==> config.mk <==
export PLATFORM = sky130hd
export DESIGN_NAME = sorted_node_nearest_key_search_flat
export DESIGN_NICKNAME = d
export VERILOG_FILES = /design/src/hdl/snks_pkg.sv /design/src/hdl/snks_chan_if.sv /design/src/hdl/snks_cfg_regs.sv /design/src/hdl/snks_key_ram.sv /design/src/hdl/snks_seq.sv /design/src/hdl/sorted_node_nearest_key_search.sv /design/src/flat_wrapper.sv
export SDC_FILE = /design/constraint.sdc
export NUM_CORES = 2
export LEC_CHECK = 0
export BUFFER_PORTS_ARGS = -buffer_cell sky130_fd_sc_hd__buf_4
export CORE_MARGIN = 4
export CORE_UTILIZATION = 37
export CTS_CLUSTER_SIZE = 30
export DETAILED_ROUTE_END_ITERATION = 7
export PLACE_DENSITY_LB_ADDON = 0.15
export SKIP_LAST_GASP = 1
export SYNTH_ARGS = -nofsm -noshare
export SYNTH_HDL_FRONTEND = slang
export SYNTH_SLANG_ARGS = --single-unit
==> constraint.sdc <==
create_clock -name i_clk -period 10.7 [get_ports i_clk]
set_input_delay 1.07 -clock i_clk [delete_from_list [all_inputs] [get_ports i_clk]]
set_output_delay 1.07 -clock i_clk [all_outputs]
set_load 0.02 [all_outputs]
==> src/hdl/snks_pkg.sv <==
// Package for the sorted node nearest-key search block.
// Field widths, opcodes, relation codes, register map and transaction types.
// No dependencies.
package snks_pkg;

    // Default sizing, handed to the top level parameters
    localparam int NODE_KEYS_DEF = 64;
    localparam int KEY_BITS_DEF  = 32;

    // Fixed field widths of the channels
    localparam int INDEX_W = 6;
    localparam int KEY_W   = 32;
    localparam int COUNT_W = 7;
    localparam int SLOT_W  = 6;
    localparam int REL_W   = 2;

    // APB register port
    localparam int APB_ADDR_W = 3;
    localparam int APB_DATA_W = 32;
    localparam logic REG_KEY_COUNT = 1'b0;   // word index of key_count

    // Operation codes
    localparam logic OP_WRITE  = 1'b0;
    localparam logic OP_SEARCH = 1'b1;

    // Relation codes
    localparam logic [REL_W-1:0] REL_EXACT   = 2'd0;
    localparam logic [REL_W-1:0] REL_LESS    = 2'd1;
    localparam logic [REL_W-1:0] REL_GREATER = 2'd2;

    // Request transaction
    typedef struct packed {
        logic               operation;
        logic [INDEX_W-1:0] index;
        logic [KEY_W-1:0]   key_value;
        logic               want_less;
        logic               want_greater;
    } t_req;

    // Response transaction
    typedef struct packed {
        logic              found;
        logic [SLOT_W-1:0] slot;
        logic [REL_W-1:0]  relation;
    } t_rsp;

endpackage

==> src/hdl/snks_chan_if.sv <==
// Valid/ready channel interface carrying one payload type.
// Used for request and response channels; payload types come from snks_pkg.
interface snks_chan_if #(
    parameter type T = logic
) ();
    logic valid;
    logic ready;
    T     data;

    modport source (output valid, output data, input ready);
    modport sink   (input valid, input data, output ready);
endinterface

==> src/hdl/snks_cfg_regs.sv <==
// APB register file for the search block: holds key_count.
// Depends on snks_pkg.
module snks_cfg_regs import snks_pkg::*; (
    input  logic                  i_clk,
    input  logic                  i_rst_n,
    input  logic                  psel,
    input  logic                  penable,
    input  logic                  pwrite,
    input  logic [APB_ADDR_W-1:0] paddr,
    input  logic [APB_DATA_W-1:0] pwdata,
    output logic [APB_DATA_W-1:0] prdata,
    output logic                  pready,
    output logic [COUNT_W-1:0]    o_key_count
);

    logic               w_wr;
    logic               w_sel_count;
    logic [COUNT_W-1:0] r_key_count;

    // Word decode on the top address bit
    assign w_sel_count = (paddr[APB_ADDR_W-1] == REG_KEY_COUNT);
    assign w_wr        = psel && penable && pwrite;
    assign pready      = 1'b1;

    always_ff @(posedge i_clk) begin
        if (!i_rst_n) begin
            r_key_count <= '0;
        end else if (w_wr && w_sel_count) begin
            r_key_count <= pwdata[COUNT_W-1:0];
        end
    end

    // Read back
    assign prdata      = w_sel_count ? APB_DATA_W'(r_key_count) : '0;
    assign o_key_count = r_key_count;

endmodule

==> src/hdl/snks_key_ram.sv <==
// Key store: one write port, one read port with registered read data.
// No dependencies.
module snks_key_ram #(
    parameter int DEPTH = 64,
    parameter int WIDTH = 32
) (
    input  logic                     i_clk,
    input  logic                     i_we,
    input  logic [$clog2(DEPTH)-1:0] i_waddr,
    input  logic [WIDTH-1:0]         i_wdata,
    input  logic [$clog2(DEPTH)-1:0] i_raddr,
    output logic [WIDTH-1:0]         o_rdata
);

    logic [WIDTH-1:0] r_mem [DEPTH];
    logic [WIDTH-1:0] r_rdata;

    always_ff @(posedge i_clk) begin
        if (i_we) begin
            r_mem[i_waddr] <= i_wdata;
        end
    end

    always_ff @(posedge i_clk) begin
        r_rdata <= r_mem[i_raddr];
    end

    assign o_rdata = r_rdata;

endmodule

==> src/hdl/snks_seq.sv <==
// Search sequencer: takes request transactions, writes keys, and runs the
// binary search one probe per cycle through a single compare unit.
// Depends on snks_pkg and snks_chan_if.
module snks_seq import snks_pkg::*; #(
    parameter int NODE_KEYS = NODE_KEYS_DEF,
    parameter int KEY_BITS  = KEY_BITS_DEF
) (
    input  logic                         i_clk,
    input  logic                         i_rst_n,
    snks_chan_if.sink                    i_req,
    snks_chan_if.source                  o_rsp,
    input  logic [COUNT_W-1:0]           i_key_count,
    output logic                         o_we,
    output logic [$clog2(NODE_KEYS)-1:0] o_waddr,
    output logic [KEY_BITS-1:0]          o_wdata,
    output logic [$clog2(NODE_KEYS)-1:0] o_raddr,
    input  logic [KEY_BITS-1:0]          i_rdata
);

    localparam int AW = $clog2(NODE_KEYS);
    localparam int CW = $clog2(NODE_KEYS + 1);

    typedef enum logic [1:0] {
        S_IDLE,
        S_STEP,
        S_EMIT
    } t_state;

    t_state              r_state, n_state;
    logic [CW-1:0]       r_lo, n_lo;
    logic [CW-1:0]       r_hi, n_hi;
    logic [CW-1:0]       r_cnt, n_cnt;
    logic                r_eq, n_eq;
    logic [KEY_BITS-1:0] r_key, n_key;
    logic                r_less, n_less;
    logic                r_greater, n_greater;
    t_rsp                r_res, n_res;
    logic                r_out_valid;
    t_rsp                r_out;

    t_req                w_req;
    logic                w_accept;
    logic [CW-1:0]       w_n;
    logic [CW-1:0]       w_mid;
    logic [CW-1:0]       w_next_mid;
    logic [CW-1:0]       w_f;
    logic                w_le;
    logic                w_load;

    assign w_req    = i_req.data;
    assign i_req.ready = (r_state == S_IDLE);
    assign w_accept = i_req.valid && i_req.ready;

    // Key count saturated at the node size
    always_comb begin
        if (32'(i_key_count) > 32'(NODE_KEYS)) begin
            w_n = CW'(NODE_KEYS);
        end else begin
            w_n = CW'(i_key_count);
        end
    end

    // Key writes go straight to the store; out-of-range slots are dropped
    assign o_we    = w_accept && (w_req.operation == OP_WRITE)
                     && (32'(w_req.index) < 32'(NODE_KEYS));
    assign o_waddr = AW'(w_req.index);
    assign o_wdata = KEY_BITS'(w_req.key_value);

    // Shared compare unit on the probed key
    assign w_mid = r_lo + ((r_hi - r_lo) >> 1);
    assign w_le  = (i_rdata <= r_key);

    // Output register is free or being drained
    assign w_load = (r_state == S_EMIT) && (!r_out_valid || o_rsp.ready);

    always_comb begin
        n_state   = r_state;
        n_lo      = r_lo;
        n_hi      = r_hi;
        n_cnt     = r_cnt;
        n_eq      = r_eq;
        n_key     = r_key;
        n_less    = r_less;
        n_greater = r_greater;
        n_res     = r_res;
        w_f       = '0;

        unique case (r_state)
            S_IDLE: begin
                if (w_accept && (w_req.operation == OP_SEARCH)) begin
                    n_key     = KEY_BITS'(w_req.key_value);
                    n_less    = w_req.want_less;
                    n_greater = w_req.want_greater;
                    n_cnt     = w_n;
                    n_lo      = '0;
                    n_hi      = w_n;
                    n_eq      = 1'b0;
                    if (w_n == '0) begin
                        // empty node
                        n_res   = '{found: 1'b0, slot: '0, relation: REL_EXACT};
                        n_state = S_EMIT;
                    end else begin
                        n_state = S_STEP;
                    end
                end
            end
            S_STEP: begin
                // one probe per cycle; eq tracks the last probe at or below the key
                if (w_le) begin
                    n_lo = CW'(w_mid + 1'b1);
                    n_eq = (i_rdata == r_key);
                end else begin
                    n_hi = w_mid;
                end
                if (n_lo == n_hi) begin
                    n_state = S_EMIT;
                    w_f     = CW'(n_lo - 1'b1);
                    if (n_lo == '0) begin
                        // key below every stored key
                        if (r_greater) begin
                            n_res = '{found: 1'b1, slot: '0, relation: REL_GREATER};
                        end else begin
                            n_res = '{found: 1'b0, slot: '0, relation: REL_EXACT};
                        end
                    end else if (n_eq) begin
                        n_res = '{found: 1'b1, slot: SLOT_W'(w_f), relation: REL_EXACT};
                    end else if (r_less) begin
                        n_res = '{found: 1'b1, slot: SLOT_W'(w_f), relation: REL_LESS};
                    end else if (r_greater && (n_lo < r_cnt)) begin
                        n_res = '{found: 1'b1, slot: SLOT_W'(n_lo),
                                  relation: REL_GREATER};
                    end else begin
                        n_res = '{found: 1'b0, slot: '0, relation: REL_EXACT};
                    end
                end
            end
            S_EMIT: begin
                if (w_load) begin
                    n_state = S_IDLE;
                end
            end
            default: begin
                n_state = S_IDLE;
            end
        endcase
    end

    // Next probe address, read this edge so data is ready next cycle
    assign w_next_mid = n_lo + ((n_hi - n_lo) >> 1);
    assign o_raddr    = AW'(w_next_mid);

    always_ff @(posedge i_clk) begin
        if (!i_rst_n) begin
            r_state     <= S_IDLE;
            r_out_valid <= 1'b0;
        end else begin
            r_state <= n_state;
            if (w_load) begin
                r_out_valid <= 1'b1;
            end else if (o_rsp.ready) begin
                r_out_valid <= 1'b0;
            end
        end
        r_lo      <= n_lo;
        r_hi      <= n_hi;
        r_cnt     <= n_cnt;
        r_eq      <= n_eq;
        r_key     <= n_key;
        r_less    <= n_less;
        r_greater <= n_greater;
        r_res     <= n_res;
        if (w_load) begin
            r_out <= r_res;
        end
    end

    assign o_rsp.valid = r_out_valid;
    assign o_rsp.data  = r_out;

endmodule

==> src/hdl/sorted_node_nearest_key_search.sv <==
// Sorted node nearest-key search. A search accepts the request, then runs the
// binary-search probes, one key-store read each (floor(log2(key_count))+1 at
// most, 7 for 64 keys), then loads the output register once it is free.
// Synchronous active-low reset clears key_count and control; key store is not cleared.
module sorted_node_nearest_key_search import snks_pkg::*; #(
    parameter int NODE_KEYS = NODE_KEYS_DEF,
    parameter int KEY_BITS  = KEY_BITS_DEF
) (
    input  logic                  i_clk,
    input  logic                  i_rst_n,
    snks_chan_if.sink             i_req,
    snks_chan_if.source           o_rsp,
    input  logic                  psel,
    input  logic                  penable,
    input  logic                  pwrite,
    input  logic [APB_ADDR_W-1:0] paddr,
    input  logic [APB_DATA_W-1:0] pwdata,
    output logic [APB_DATA_W-1:0] prdata,
    output logic                  pready
);

    localparam int AW = $clog2(NODE_KEYS);

    logic [COUNT_W-1:0]  w_key_count;
    logic                w_we;
    logic [AW-1:0]       w_waddr;
    logic [KEY_BITS-1:0] w_wdata;
    logic [AW-1:0]       w_raddr;
    logic [KEY_BITS-1:0] w_rdata;

    // Register port
    snks_cfg_regs u_cfg (
        .i_clk       (i_clk),
        .i_rst_n     (i_rst_n),
        .psel        (psel),
        .penable     (penable),
        .pwrite      (pwrite),
        .paddr       (paddr),
        .pwdata      (pwdata),
        .prdata      (prdata),
        .pready      (pready),
        .o_key_count (w_key_count)
    );

    // Key store
    snks_key_ram #(
        .DEPTH (NODE_KEYS),
        .WIDTH (KEY_BITS)
    ) u_ram (
        .i_clk   (i_clk),
        .i_we    (w_we),
        .i_waddr (w_waddr),
        .i_wdata (w_wdata),
        .i_raddr (w_raddr),
        .o_rdata (w_rdata)
    );

    // Search sequencer
    snks_seq #(
        .NODE_KEYS (NODE_KEYS),
        .KEY_BITS  (KEY_BITS)
    ) u_seq (
        .i_clk       (i_clk),
        .i_rst_n     (i_rst_n),
        .i_req       (i_req),
        .o_rsp       (o_rsp),
        .i_key_count (w_key_count),
        .o_we        (w_we),
        .o_waddr     (w_waddr),
        .o_wdata     (w_wdata),
        .o_raddr     (w_raddr),
        .i_rdata     (w_rdata)
    );

    // A miss carries slot 0 and the exact code
    a_miss_zero: assert property (@(posedge i_clk) disable iff (!i_rst_n)
        (o_rsp.valid && !o_rsp.data.found)
        |-> (o_rsp.data.slot == '0) && (o_rsp.data.relation == REL_EXACT))
        else $error("miss transaction with nonzero slot or relation");

    // A key write never raises a response
    a_write_silent: assert property (@(posedge i_clk) disable iff (!i_rst_n)
        (i_req.valid && i_req.ready && (i_req.data.operation == OP_WRITE)
         && !o_rsp.valid)
        |=> !o_rsp.valid)
        else $error("response raised by a key write");

    // The block is busy right after taking a search
    a_search_busy: assert property (@(posedge i_clk) disable iff (!i_rst_n)
        (i_req.valid && i_req.ready && (i_req.data.operation == OP_SEARCH))
        |=> !i_req.ready)
        else $error("request taken during a search");

endmodule

==> src/flat_wrapper.sv <==
// flat-port wrapper written by rule: the top's interface ports become plain ports
module sorted_node_nearest_key_search_flat import snks_pkg::*;
#(
    parameter int NODE_KEYS = NODE_KEYS_DEF,
    parameter int KEY_BITS  = KEY_BITS_DEF
)
  (i_clk, i_rst_n, psel, penable, pwrite, paddr, pwdata, prdata, pready, i_req_valid, i_req_data, i_req_ready, o_rsp_valid, o_rsp_data, o_rsp_ready);
  snks_chan_if #(.T(t_req)) i_req_i ();
  snks_chan_if #(.T(t_rsp)) o_rsp_i ();
  input  logic i_clk;
  input  logic i_rst_n;
  input  logic psel;
  input  logic penable;
  input  logic pwrite;
  input  logic [APB_ADDR_W-1:0] paddr;
  input  logic [APB_DATA_W-1:0] pwdata;
  output logic [APB_DATA_W-1:0] prdata;
  output logic pready;
  input wire logic [$bits(i_req_i.valid)-1:0] i_req_valid;
  input wire logic [$bits(i_req_i.data)-1:0] i_req_data;
  output wire logic [$bits(i_req_i.ready)-1:0] i_req_ready;
  output wire logic [$bits(o_rsp_i.valid)-1:0] o_rsp_valid;
  output wire logic [$bits(o_rsp_i.data)-1:0] o_rsp_data;
  input wire logic [$bits(o_rsp_i.ready)-1:0] o_rsp_ready;
  assign i_req_i.valid = i_req_valid;
  assign i_req_i.data = i_req_data;
  assign i_req_ready = i_req_i.ready;
  assign o_rsp_valid = o_rsp_i.valid;
  assign o_rsp_data = o_rsp_i.data;
  assign o_rsp_i.ready = o_rsp_ready;
  sorted_node_nearest_key_search #(.NODE_KEYS(NODE_KEYS), .KEY_BITS(KEY_BITS)) u_core (.i_clk(i_clk), .i_rst_n(i_rst_n), .i_req(i_req_i), .o_rsp(o_rsp_i), .psel(psel), .penable(penable), .pwrite(pwrite), .paddr(paddr), .pwdata(pwdata), .prdata(prdata), .pready(pready));
endmodule
==> impl_metrics.yaml <==
synth:
  synth-seq-cells: 2164
  synth_cell_types: 81
  async_flop_share_pct: 0
  syn_inst: 3634
  netlist_top_cells_area: "edfxtp_1, mux4_2, dfxtp_1"
  synth_top_area_share_pct: 75.1
  synth_enable_flop_cells: 2108
  ys_seq_area_share_pct: 76.4
  synth_ff_type: "edfxtp_1"
  yosys_warnings: 0
  avgSynthCellArea_um2: 23.2
  synth_area_um2: 84300
  synth_top_area_cell: "edfxtp_1"
flow_run:
  drv_cap: 0
drt:
  drtAntennaViolNets: 0
  post_drt_wl_per_cell_um: 30.6
  num_vias: 38300
  drc: 0
  dr.first_iter.drc_count: 3734
  via_per_inst: 5.42
  drtPass1Iterations: 5
  wl_um: 216000
sta:
  fmax_mhz: 116
  skew_ps: 53.7
  hold_viol_final: 0
  tns_ps: 0
  setup_violations: 0
  slew_headroom_pct: 18.2
  rsz0062_at_grt: "false"
  slew_viol_final: 0
  fin_crit_ps: 8600
  whs_ps: 408
  fin_crit_sh_pct: 80.4
  worst_slew_pin_slew_ps: 1220
worst_hold_path:
  hp-class: "primary input to register"
worst_setup_path:
  cpLargestDelayFamily: "multiplexers"
  worstSetupStartpointType: "register"
  critical_path_class: "register to register"
  arrival_ps: 9310
  crit_path_top_delay_cell: "fa_4"
  crit_required_ps: 11400
  critPathMaxStageDelay_ps: 1190
  path_cells: "inv_1 -> ha_1 -> nand4_1 -> nor4_2 -> nand2_1 -> a21boi_1 -> nor2_2 -> mux2i_1 -> o21a_1 -> fa_1 -> ha_4 -> fa_4 -> buf_12 -> buf_4 -> mux4_2 -> mux4_2 -> mux2i_1 -> mux2i_1"
  crit_fanout: 60
  cp_common_cell: "mux2i_1"
  end_kind: "register"
  path_buf_inv: 3
status:
  outcome: "finished clean"
global_route:
  antenna_found_initial: 10
  grt-ovfl-total: 0
  grt_pass1_wl_um: 306000
  grt_max_degree: 99
  grt_pass1_vias: 39768
  grt_usage_pct: 18.2
clocking:
  cts_root_buf: "clkbuf_16"
  cts_hold_buf: 0
  clock-sinks: 2164
  cts_buffers: 225
  clock_latency_ps: 860
  cts_tree: "done"
  post_cts_buffers: 0
  clockBufferDepth: 3
  path_clk_slew_ps: 60
  ctsResizeCount: 0
  htreeDepth: 4
layout:
  mostFrequentLayoutCell: "edfxtp_1"
  layout_common_cells: "edfxtp_1, mux4_2, clkbuf_16, buf_4, mux2i_1"
  fin_util_pct: 42.7
  syn_to_final_growth_pct: 14.3
  nNetsFinal: 4022
  final_area_um2: 96400
  drive_gt1_share_pct: 30.1
  final_cells: 7060
floorplanning:
  fp-row-count: 174
  start_util_pct: 37.4
  ioPinCount: 127
  core_um2: 226000
  die_h_um: 485
  die_width_um: 485
  die_area_um2: 236000
placed_design:
  dpl.hpwl_um: 109000
  dp_cells: 6639
  placed_area_um2: 89400
  globalplace.congestion: 0.790
  io_buffer_count: 73
pwr:
  power.leakage_nw: 29.7
  p_per_area_nw_per_um2: 348
  vdd_drop_max_uv: 921
==> synth_stat cells, drive strengths merged, types with 29 or more instances <==
cell type,count
clkbuf,103
buf,88
mux4,640
ha,61
xnor2,29
mux2i,107
nor2,94
edfxtp,2108
a21oi,38
nand2,41
dfxtp,56
inv,65
==> power breakdown <==
part / switching [mW] / internal [mW]
Clock: 3.25 / 4.12
Combinational: 8.98 / 7.68
Sequential: 0.0583 / 9.49
==> final timing paths <==
check / start / end / slack [ps] / cells after the start
hold / removal: i_req_data[1] / u_core.u_seq.r_less$_DFFE_PP_ / 410 / 1
setup reg to reg: u_core.u_seq.r_key[11]$_DFFE_PP_ / u_core.u_ram.o_rdata[31]$_DFF_P_ / 2100 / 18
hold reg to reg: u_core.u_seq.r_res[8]$_SDFFCE_PN0P_ / u_core.u_seq.o_rsp.data[8]$_DFFE_PP_ / 420 / 0
setup / recovery: u_core.u_seq.r_key[11]$_DFFE_PP_ / u_core.u_ram.o_rdata[31]$_DFF_P_ / 2100 / 18
==> layer usage <==
metal	vias to the layer above	routed length [um]	track usage (%)
met5	-	0	0
met4	0	6340	5.49
met3	327	12300	3.20
met2	1132	105000	29.8
met1	20936	92100	25.2
li1	15905	-	-
==> through the flow <==
step                worst slack, ps  power, mW
global placement               2340       26.9
finish                         2100       33.6
global route                   1760       35.2
CTS                            2310       34.3
detailed placement             2340       26.9
floorplan                      4850       21.1
==> layout make-up <==
type	count	area [um^2]
fill	19307	129000
sequential	2164	64400
multi-input combinational	1238	19400
clock buffer	294	5970
tap	2992	3740
timing repair buffer	180	1580
clock inverter	126	956
inverter	65	244
antenna	1	2.50
==> state kept, by name, summed over array words and instances, names as in the netlist <==
register and count:
u_core.u_seq.o_rsp.data 9, u_core.u_seq.r_state 2, u_core.u_seq.r_lo 7, u_core.u_cfg.o_key_count 7, u_core.u_seq.r_eq 1, u_core.u_seq.r_less 1
u_core.u_ram.r_mem 2048, u_core.u_seq.r_greater 1, u_core.u_ram.o_rdata 32, u_core.u_seq.r_key 32, u_core.u_seq.r_hi 7, u_core.u_seq.r_res 9
u_core.u_seq.o_rsp.valid 1, u_core.u_seq.r_cnt 7
==> cells by family (layout without fill, tap and decap cells) <==
group | after synthesis | count (layout) | share of synthesized area (%)
buffers and inverters | 256 | 665 | 1.30
DFF | 2164 | 2164 | 76.4
AOI/OAI and AO/OA | 116 | 116 | 1.02
adders and majority gates | 66 | 66 | 1.01
and+or+nand+nor | 240 | 240 | 1.43
muxes | 748 | 748 | 18.4
xor gates and xnor gates | 42 | 42 | 0.475
other | 2 | 27 | 0.00890
Note: power is estimated with default switching activity, not from simulation.
